### src/sv/bkfs_pkg.sv
`timescale 1ns / 1ps
// ----------------------------------------------------------------------------
// bkfs_pkg
// Shared types and constants of the free cell selector: word layouts,
// command codes, default grid size and column scan chunk.
// ----------------------------------------------------------------------------
package bkfs_pkg;

  localparam int KindW   = 2;
  localparam int RowW    = 5;
  localparam int ColW    = 5;
  localparam int RankW   = 10;
  localparam int TotalW  = 11;

  localparam int DefRows = 32;
  localparam int DefCols = 32;

  // columns examined per cycle by the row scanner
  localparam int ScanChunk = 8;

  localparam logic [KindW-1:0] KindOccupy = 2'd0;
  localparam logic [KindW-1:0] KindFree   = 2'd1;
  localparam logic [KindW-1:0] KindSelect = 2'd2;

  typedef struct packed {
    logic [KindW-1:0] kind;
    logic [RowW-1:0]  cell_row;
    logic [ColW-1:0]  cell_col;
    logic [RankW-1:0] rank;
  } in_word_t;

  typedef struct packed {
    logic              found;
    logic [RowW-1:0]   found_row;
    logic [ColW-1:0]   found_col;
    logic [TotalW-1:0] free_total;
  } out_word_t;

  typedef struct packed {
    logic             start;
    logic [RankW-1:0] left;
  } scan_req_t;

endpackage

### src/sv/bitmap_kth_free_cell_select.sv
`timescale 1ns / 1ps
// ----------------------------------------------------------------------------
// bitmap_kth_free_cell_select
// Occupancy bitmap of ROWS x COLS cells with mark and select-by-rank words.
//
//   channel | direction | handshake             | word
//   --------+-----------+-----------------------+-----------
//   in      | input     | in_valid_i/in_ready_o | in_word_t
//   out     | output    | out_valid_o/out_ready_i | out_word_t
//
// Mark word: row read, then write back. Select word: the row walk reads
// one bitmap row per cycle from the RAM, then the row scan takes 8 columns
// per cycle. Reset clears per-row valid bits, so no clearing pass is needed.
// A finished result waits in the output register; a later select stalls in
// its last state only while that register is still full.
// ----------------------------------------------------------------------------
module bitmap_kth_free_cell_select #(
  parameter int ROWS = bkfs_pkg::DefRows,
  parameter int COLS = bkfs_pkg::DefCols
) (
  input  logic                clk_i,
  input  logic                rst_ni,
  input  logic                in_valid_i,
  output logic                in_ready_o,
  input  bkfs_pkg::in_word_t  in_word_i,
  output logic                out_valid_o,
  input  logic                out_ready_i,
  output bkfs_pkg::out_word_t out_word_o
);
  import bkfs_pkg::*;

  localparam int RowAw = ROWS > 1 ? $clog2(ROWS) : 1;
  localparam int ColAw = COLS > 1 ? $clog2(COLS) : 1;
  localparam int CntW  = $clog2(COLS + 1);
  localparam int TotW  = $clog2(ROWS * COLS + 1);
  localparam int CbW   = $clog2(((COLS + ScanChunk - 1) / ScanChunk) * ScanChunk);

  typedef enum logic [4:0] {
    StIdle = 5'b00001,
    StMark = 5'b00010,
    StWalk = 5'b00100,
    StScan = 5'b01000,
    StDone = 5'b10000
  } state_e;

  state_e           state_q, state_d;
  logic [ROWS-1:0]  row_vld_q;
  logic [RowAw:0]   issue_q;
  logic             pv_q;
  logic [RowAw-1:0] pr_q;
  logic             rv_q;
  logic             hit_q;
  logic             scan_start_q;
  logic             out_valid_q;

  logic [RowAw-1:0] mark_row_q;
  logic [ColAw-1:0] mark_col_q;
  logic             mark_set_q;
  logic [RankW-1:0] left_q;
  logic [TotW-1:0]  total_q;
  logic [RowAw-1:0] sel_row_q;
  logic [COLS-1:0]  sel_bits_q;
  out_word_t        pend_q;
  out_word_t        out_q;

  logic             acc;
  logic             in_rng;
  logic             issuing;
  logic             ram_re;
  logic [RowAw-1:0] ram_raddr;
  logic [COLS-1:0]  ram_rdata;
  logic [COLS-1:0]  row_cur;
  logic [COLS-1:0]  row_free;
  logic [COLS-1:0]  bit_mask;
  logic [COLS-1:0]  ram_wdata;
  logic             ram_we;
  logic [CntW-1:0]  cnt;
  logic [TotW-1:0]  tot_nx;
  logic             row_hit;
  logic             walk_end;
  logic             out_load;
  scan_req_t        scan_req;
  logic             scan_done;
  logic [CbW-1:0]   scan_col;

  assign in_ready_o = state_q == StIdle;
  assign acc        = in_valid_i && in_ready_o;
  assign in_rng     = (32'(in_word_i.cell_row) < ROWS) && (32'(in_word_i.cell_col) < COLS);

  assign issuing   = (state_q == StWalk) && (32'(issue_q) < ROWS);
  assign ram_re    = acc || issuing;
  assign ram_raddr = (state_q == StIdle) ? RowAw'(in_word_i.cell_row) : issue_q[RowAw-1:0];

  assign row_cur   = rv_q ? ram_rdata : '0;
  assign row_free  = ~row_cur;
  assign bit_mask  = COLS'(1) << mark_col_q;
  assign ram_wdata = mark_set_q ? (row_cur | bit_mask) : (row_cur & ~bit_mask);
  assign ram_we    = state_q == StMark;

  assign cnt      = CntW'($countones(row_free));
  assign tot_nx   = TotW'(total_q + TotW'(cnt));
  assign row_hit  = !hit_q && (32'(left_q) < 32'(cnt));
  assign walk_end = pv_q && (pr_q == RowAw'(ROWS - 1));
  assign out_load = (state_q == StDone) && (!out_valid_q || out_ready_i);

  assign scan_req.start = scan_start_q;
  assign scan_req.left  = left_q;

  bkfs_ram #(
    .WIDTH (COLS),
    .DEPTH (ROWS)
  ) u_ram (
    .clk_i   (clk_i),
    .we_i    (ram_we),
    .waddr_i (mark_row_q),
    .wdata_i (ram_wdata),
    .re_i    (ram_re),
    .raddr_i (ram_raddr),
    .rdata_o (ram_rdata)
  );

  bkfs_col_scan #(
    .COLS (COLS)
  ) u_col_scan (
    .clk_i  (clk_i),
    .rst_ni (rst_ni),
    .req_i  (scan_req),
    .bits_i (sel_bits_q),
    .done_o (scan_done),
    .col_o  (scan_col)
  );

  always_comb begin
    state_d = state_q;
    unique case (state_q)
      StIdle: begin
        if (acc) begin
          if (in_word_i.kind == KindSelect) begin
            state_d = StWalk;
          end else if ((in_word_i.kind == KindOccupy || in_word_i.kind == KindFree)
                       && in_rng) begin
            state_d = StMark;
          end
        end
      end
      StMark: state_d = StIdle;
      StWalk: begin
        if (walk_end) begin
          state_d = (hit_q || row_hit) ? StScan : StDone;
        end
      end
      StScan: begin
        if (scan_done) begin
          state_d = StDone;
        end
      end
      StDone: begin
        if (out_load) begin
          state_d = StIdle;
        end
      end
      default: state_d = StIdle;
    endcase
  end

  always_ff @(posedge clk_i or negedge rst_ni) begin
    if (!rst_ni) begin
      state_q      <= StIdle;
      row_vld_q    <= '0;
      issue_q      <= '0;
      pv_q         <= 1'b0;
      hit_q        <= 1'b0;
      scan_start_q <= 1'b0;
      out_valid_q  <= 1'b0;
    end else begin
      state_q      <= state_d;
      pv_q         <= issuing;
      scan_start_q <= (state_q == StWalk) && walk_end && (hit_q || row_hit);
      if (ram_we) begin
        row_vld_q[mark_row_q] <= 1'b1;
      end
      if (acc) begin
        issue_q <= '0;
        hit_q   <= 1'b0;
      end else begin
        if (issuing) begin
          issue_q <= issue_q + 1'b1;
        end
        if (pv_q && row_hit) begin
          hit_q <= 1'b1;
        end
      end
      if (out_load) begin
        out_valid_q <= 1'b1;
      end else if (out_ready_i) begin
        out_valid_q <= 1'b0;
      end
    end
  end

  always_ff @(posedge clk_i) begin
    if (ram_re) begin
      rv_q <= row_vld_q[ram_raddr];
      pr_q <= ram_raddr;
    end
    if (acc) begin
      mark_row_q <= RowAw'(in_word_i.cell_row);
      mark_col_q <= ColAw'(in_word_i.cell_col);
      mark_set_q <= in_word_i.kind == KindOccupy;
      left_q     <= in_word_i.rank;
      total_q    <= '0;
    end else if (pv_q && (state_q == StWalk)) begin
      total_q <= tot_nx;
      if (row_hit) begin
        sel_row_q  <= pr_q;
        sel_bits_q <= row_free;
      end else if (!hit_q) begin
        left_q <= left_q - RankW'(cnt);
      end
    end
    if ((state_q == StWalk) && walk_end && !(hit_q || row_hit)) begin
      pend_q.found      <= 1'b0;
      pend_q.found_row  <= '0;
      pend_q.found_col  <= '0;
      pend_q.free_total <= TotalW'(tot_nx);
    end else if ((state_q == StScan) && scan_done) begin
      pend_q.found      <= 1'b1;
      pend_q.found_row  <= RowW'(sel_row_q);
      pend_q.found_col  <= ColW'(scan_col);
      pend_q.free_total <= TotalW'(total_q);
    end
    if (out_load) begin
      out_q <= pend_q;
    end
  end

  assign out_valid_o = out_valid_q;
  assign out_word_o  = out_q;

endmodule

### src/sv/bkfs_ram.sv
`timescale 1ns / 1ps
// ----------------------------------------------------------------------------
// bkfs_ram
// Generic single write port, single read port RAM with registered read.
// ----------------------------------------------------------------------------
module bkfs_ram #(
  parameter int WIDTH = 32,
  parameter int DEPTH = 32
) (
  input  logic                                      clk_i,
  input  logic                                      we_i,
  input  logic [(DEPTH > 1 ? $clog2(DEPTH) : 1)-1:0] waddr_i,
  input  logic [WIDTH-1:0]                          wdata_i,
  input  logic                                      re_i,
  input  logic [(DEPTH > 1 ? $clog2(DEPTH) : 1)-1:0] raddr_i,
  output logic [WIDTH-1:0]                          rdata_o
);

  logic [WIDTH-1:0] mem_q [DEPTH];
  logic [WIDTH-1:0] rdata_q;

  always_ff @(posedge clk_i) begin
    if (we_i) begin
      mem_q[waddr_i] <= wdata_i;
    end
    if (re_i) begin
      rdata_q <= mem_q[raddr_i];
    end
  end

  assign rdata_o = rdata_q;

endmodule

### src/sv/bkfs_col_scan.sv
`timescale 1ns / 1ps
// ----------------------------------------------------------------------------
// bkfs_col_scan
// Finds the column of the left-th free bit of one row, one chunk of
// columns per cycle.
// ----------------------------------------------------------------------------
module bkfs_col_scan #(
  parameter int COLS = bkfs_pkg::DefCols
) (
  input  logic                                    clk_i,
  input  logic                                    rst_ni,
  input  bkfs_pkg::scan_req_t                     req_i,
  input  logic [COLS-1:0]                         bits_i,
  output logic                                    done_o,
  output logic [$clog2(((COLS + bkfs_pkg::ScanChunk - 1) / bkfs_pkg::ScanChunk)
                       * bkfs_pkg::ScanChunk)-1:0] col_o
);
  import bkfs_pkg::*;

  localparam int NChunk = (COLS + ScanChunk - 1) / ScanChunk;
  localparam int PadW   = NChunk * ScanChunk;
  localparam int CbW    = $clog2(PadW);
  localparam int OffW   = $clog2(ScanChunk);
  localparam int CcW    = $clog2(ScanChunk + 1);

  logic [PadW-1:0]      bits_q;
  logic [RankW-1:0]     left_q;
  logic [CbW-1:0]       base_q;
  logic                 busy_q;
  logic                 done_q;
  logic [CbW-1:0]       col_q;

  logic [ScanChunk-1:0] chunk;
  logic [CcW-1:0]       ccnt;
  logic                 hit;
  logic [OffW-1:0]      off;
  logic [OffW:0]        seen;
  logic                 got;

  assign chunk = bits_q[ScanChunk-1:0];
  assign ccnt  = CcW'($countones(chunk));
  assign hit   = 32'(left_q) < 32'(ccnt);

  always_comb begin
    off  = '0;
    seen = '0;
    got  = 1'b0;
    for (int i = 0; i < ScanChunk; i++) begin
      if (chunk[i] && !got) begin
        if (seen == {1'b0, left_q[OffW-1:0]}) begin
          off = OffW'(i);
          got = 1'b1;
        end else begin
          seen = seen + 1'b1;
        end
      end
    end
  end

  always_ff @(posedge clk_i or negedge rst_ni) begin
    if (!rst_ni) begin
      busy_q <= 1'b0;
      done_q <= 1'b0;
    end else begin
      done_q <= 1'b0;
      if (req_i.start) begin
        busy_q <= 1'b1;
      end else if (busy_q && hit) begin
        busy_q <= 1'b0;
        done_q <= 1'b1;
      end
    end
  end

  always_ff @(posedge clk_i) begin
    if (req_i.start) begin
      bits_q <= PadW'(bits_i);
      left_q <= req_i.left;
      base_q <= '0;
    end else if (busy_q) begin
      if (hit) begin
        col_q <= CbW'(base_q + CbW'(off));
      end else begin
        bits_q <= bits_q >> ScanChunk;
        left_q <= left_q - RankW'(ccnt);
        base_q <= CbW'(base_q + CbW'(ScanChunk));
      end
    end
  end

  assign done_o = done_q;
  assign col_o  = col_q;

endmodule

### config.mk
export PLATFORM = sky130hd
export DESIGN_NAME = bitmap_kth_free_cell_select
export DESIGN_NICKNAME = d
export VERILOG_FILES = /design/src/sv/bkfs_pkg.sv /design/src/sv/bitmap_kth_free_cell_select.sv /design/src/sv/bkfs_ram.sv /design/src/sv/bkfs_col_scan.sv
export SDC_FILE = /design/constraint.sdc
export NUM_CORES = 2
export LEC_CHECK = 0
export BUFFER_PORTS_ARGS = -buffer_cell sky130_fd_sc_hd__clkbuf_2
export CAP_MARGIN = 20
export CORE_ASPECT_RATIO = 1.25
export CORE_MARGIN = 1.5
export CORE_UTILIZATION = 45
export CTS_CLUSTER_DIAMETER = 200
export DETAILED_ROUTE_END_ITERATION = 12
export MAX_ROUTING_LAYER = met4
export PLACE_DENSITY_LB_ADDON = 0.05
export SYNTH_ARGS = -nofsm -noshare
export SYNTH_HDL_FRONTEND = slang
export SYNTH_SLANG_ARGS = --single-unit
export TNS_END_PERCENT = 20
### constraint.sdc
create_clock -name clk_i -period 11.59 [get_ports clk_i]
set_input_delay 0.5795 -clock clk_i [delete_from_list [all_inputs] [get_ports clk_i]]
set_output_delay 0.5795 -clock clk_i [all_outputs]
set_load 0.01 [all_outputs]
==> impl_metrics.toml <==
[timing]
finalHoldViolations = 0
worst_pin_slew_ns = 1.16
tns_ns = 0
fmax_mhz = 126
finalCritPeriodShare_pct = 68.3
setup_viol = 0
fin_crit_ns = 7.92
grt_setup_unrepaired = "no"
slew_violations = 0
slew_headroom_pct = 22.8
finClkSkew_ns = 0.0250

[synthesis]
synth.area.top_cells = "edfxtp_1 68%, nand2_1 8.3%, nand3_1 5.4%, a311oi_1 2.7%, dfrtp_1 2.3%"
ys_async_sr_fraction_pct = 3.85
syn-num-nets = 4321
synthDistinctLibCells = 88
synth_area_mm2 = 0.0532
synth_cells = 4228
synthFlopType = "edfxtp_1"
yosysSeqAreaShare_pct = 70.9
avgSynthCellArea_um2 = 12.6
synth.top_cell.area_share_pct = 67.7
synth_largest_area_cell = "edfxtp_1"
synth-edff-count = 1200
yosys_register_bits = 1273
yosys_warnings = 0

[layout]
drive_gt1_share_pct = 11.4
multiInputGateArea_mm2 = 0.0147
fill_cells = 10200
layout_commonest_cell = "edfxtp_1"
mostFrequentLayoutCells = "1200 x edfxtp_1, 1183 x nand2_1, 571 x nand3_1"
ff_latch_area_mm2 = 0.0377
nets = 4344
syn_to_final_growth_pct = 12.6

[die]
ios = 50
die-area_mm2 = 0.120
dieWidth_um = 311
die_h_um = 388
core_mm2 = 0.117
initial_core_util_pct = 45.5
row_count = 140

[status]
status = "finished clean"

[drt]
drtIter0Drc = 3399
wire_per_inst_um = 26.0
drc = 0
dr.pass1.iters = 5
vias_per_cell = 5.72
wl_um = 154000
ant_nets = 0
vias = 33900

[placement]
io_buffer_count = 49
gp_congestion = 0.834
hpwl_um = 81500

[grt]
grt_max_degree = 150
antenna_found_initial = 4
grtUsageTotal_pct = 26.4
grt_pass1_vias = 32600
grt_pass1_wl_um = 227000
grt.overflow.total = 0

[clocking]
worstSkewPairLatency_ns = 0.77
cts.reportedPaths.clkPinSlew_ns = 0.06
clock_sinks = 1273
numCtsBuffers = 132
cts_tree = "built"
cts_resized = 0
htreeDepth = 4
post_cts_buffers = 0
cts_hold_buf = 4
clock_path_buffers = 3
root_buffer = "clkbuf_16"

[worst_setup_path]
crit_path_max_incr_delay_ns = 0.62
worstSetupStartpointType = "flop"
required_ns = 11.97
timing.critical_path.cells = "buf_4, nand2_1, fa_1, fa_1, inv_1, fa_1, fa_1, fa_1, inv_1, fa_1, ha_1, fa_1, inv_1, fa_1, nand2_1, nand2_1, a21oi_1, o21bai_1, a21oi_1, nand2_1, nor3_1, nor2_1, nand3_1, nand2_1"
worstSetupPathType = "reg -> reg"
crit_top_cell = "fa_1"
cpMaxStageDelayCell = "fa_1"
path_max_fanout = 47
cp_top_family = "adder cells"
worstPathArrival_ns = 8.30
endpoint_kind = "flop"
cp_num_buf_inv = 4

[hold_path]
min_path_type = "in -> reg"

[run]
drv_cap = 0
## worst reg2reg max path, cell delays in order, from the launching register on
cell      delay (ns)
edfxtp_1        0.32
buf_4           0.41
nand2_1         0.26
fa_1            0.55
fa_1            0.54
inv_1           0.06
fa_1            0.56
fa_1            0.44
fa_1            0.50
inv_1           0.05
fa_1            0.44
ha_1            0.23
fa_1            0.62
inv_1           0.09
fa_1            0.40
nand2_1         0.08
nand2_1         0.05
a21oi_1         0.24
o21bai_1        0.10
a21oi_1         0.21
nand2_1         0.11
nor3_1          0.37
nor2_1          0.14
nand3_1         0.36
nand2_1         0.42
## worst paths after layout
kind                            slack, ns  cells after the start               startpoint                   endpoint
worst max-delay path                 3.67                     24           rv_q$_DFFE_PP_        pend_q[1]$_DFFE_PP_
worst min-delay path                 0.08                      1            in_word_i[13]    mark_col_q[3]$_DFFE_PP_
worst max register to register       3.67                     24           rv_q$_DFFE_PP_        pend_q[1]$_DFFE_PP_
worst min register to register       0.43                      0  pend_q[11]$_SDFFE_PP0P_   out_word_o[11]$_DFFE_PP_
max in group asynchronous           10.51                      3                   rst_ni     scan_start_q$_DFF_PN0_
min in group asynchronous            0.50                      3                   rst_ni  row_vld_q[23]$_DFFE_PN0P_
## stage by stage
stage / hold slack, ns / utilization, % / instance area, um2 / instances / worst slack (ns)
3_5_place_dp: 0.416 / 47.6 / 55700 / 5671 / 3.67
3_3_place_gp: 0.412 / 47.6 / 55700 / 5667 / 3.80
4_1_cts: 0.0451 / 51.2 / 59900 / 5910 / 3.66
2_1_floorplan: 0.284 / - / 53200 / 4228 / 2.07
5_1_grt: 0.0499 / 51.2 / 59900 / 5916 / 3.22
6_report: 0.0754 / 51.2 / 59900 / 5916 / 3.67
## state kept, by name, summed over array words and instances, names as in the netlist, 6 cells and up
| register | count |
|---|---|
| left_q | 10 |
| issue_q | 6 |
| total_q | 11 |
| row_vld_q | 32 |
| out_word_o | 22 |
| u_ram.rdata_o | 32 |
| u_col_scan.left_q | 10 |
| sel_bits_q | 32 |
| pend_q | 22 |
| u_ram.mem_q | 1024 |
| u_col_scan.bits_q | 32 |
## cells by family (layout without fill, tap and decap cells)
logic type	after synthesis	in the layout	synth area share, %
simple gates	2061	2061	17.0
flops	1273	1273	70.9
compound gates	394	394	5.77
buf+inv	324	448	2.32
fa+ha+maj	67	67	2.01
mux	60	60	1.19
xor+xnor	49	49	0.820
other cells	0	2	0
## cell usage after synthesis, drive strengths merged (18+ instances only)
cell type / instances
a21o: 43
a21oi: 35
a311oi: 165
a31oi: 38
and2: 18
and3: 69
buf: 22
clkbuf: 246
dfrtp: 48
dfxtp: 24
edfxtp: 1200
fa: 31
ha: 36
inv: 56
mux2: 28
mux2i: 32
nand2: 1183
nand3: 571
nor2: 94
o21ai: 48
or2: 44
xnor2: 29
xor2: 20
## final cells by class
type                       instances  area share, %
multi-input combinational       2631           24.5
timing repair buffer             157           2.01
inverter                          56          0.378
clock buffer                     177           6.07
clock inverter                    58          0.771
sequential                      1273           63.0
antenna                            2        0.00835
tap                             1562           3.26
## metal layers
layer / vias to the layer above / routed length (um) / share of wire (%) / track usage (%)
met4: 0 / 3960 / 2.6 / 7.48
li1: 15500 / - / - / -
met2: 972 / 75600 / 49 / 42.3
met1: 17200 / 66500 / 43 / 35.5
met5: - / 0 / 0 / -
met3: 216 / 7780 / 5.1 / 3.20
Power is left out: the tool's default activity adds up to more than one toggle a clock period on the data nets, which glitch-free logic cannot reach.
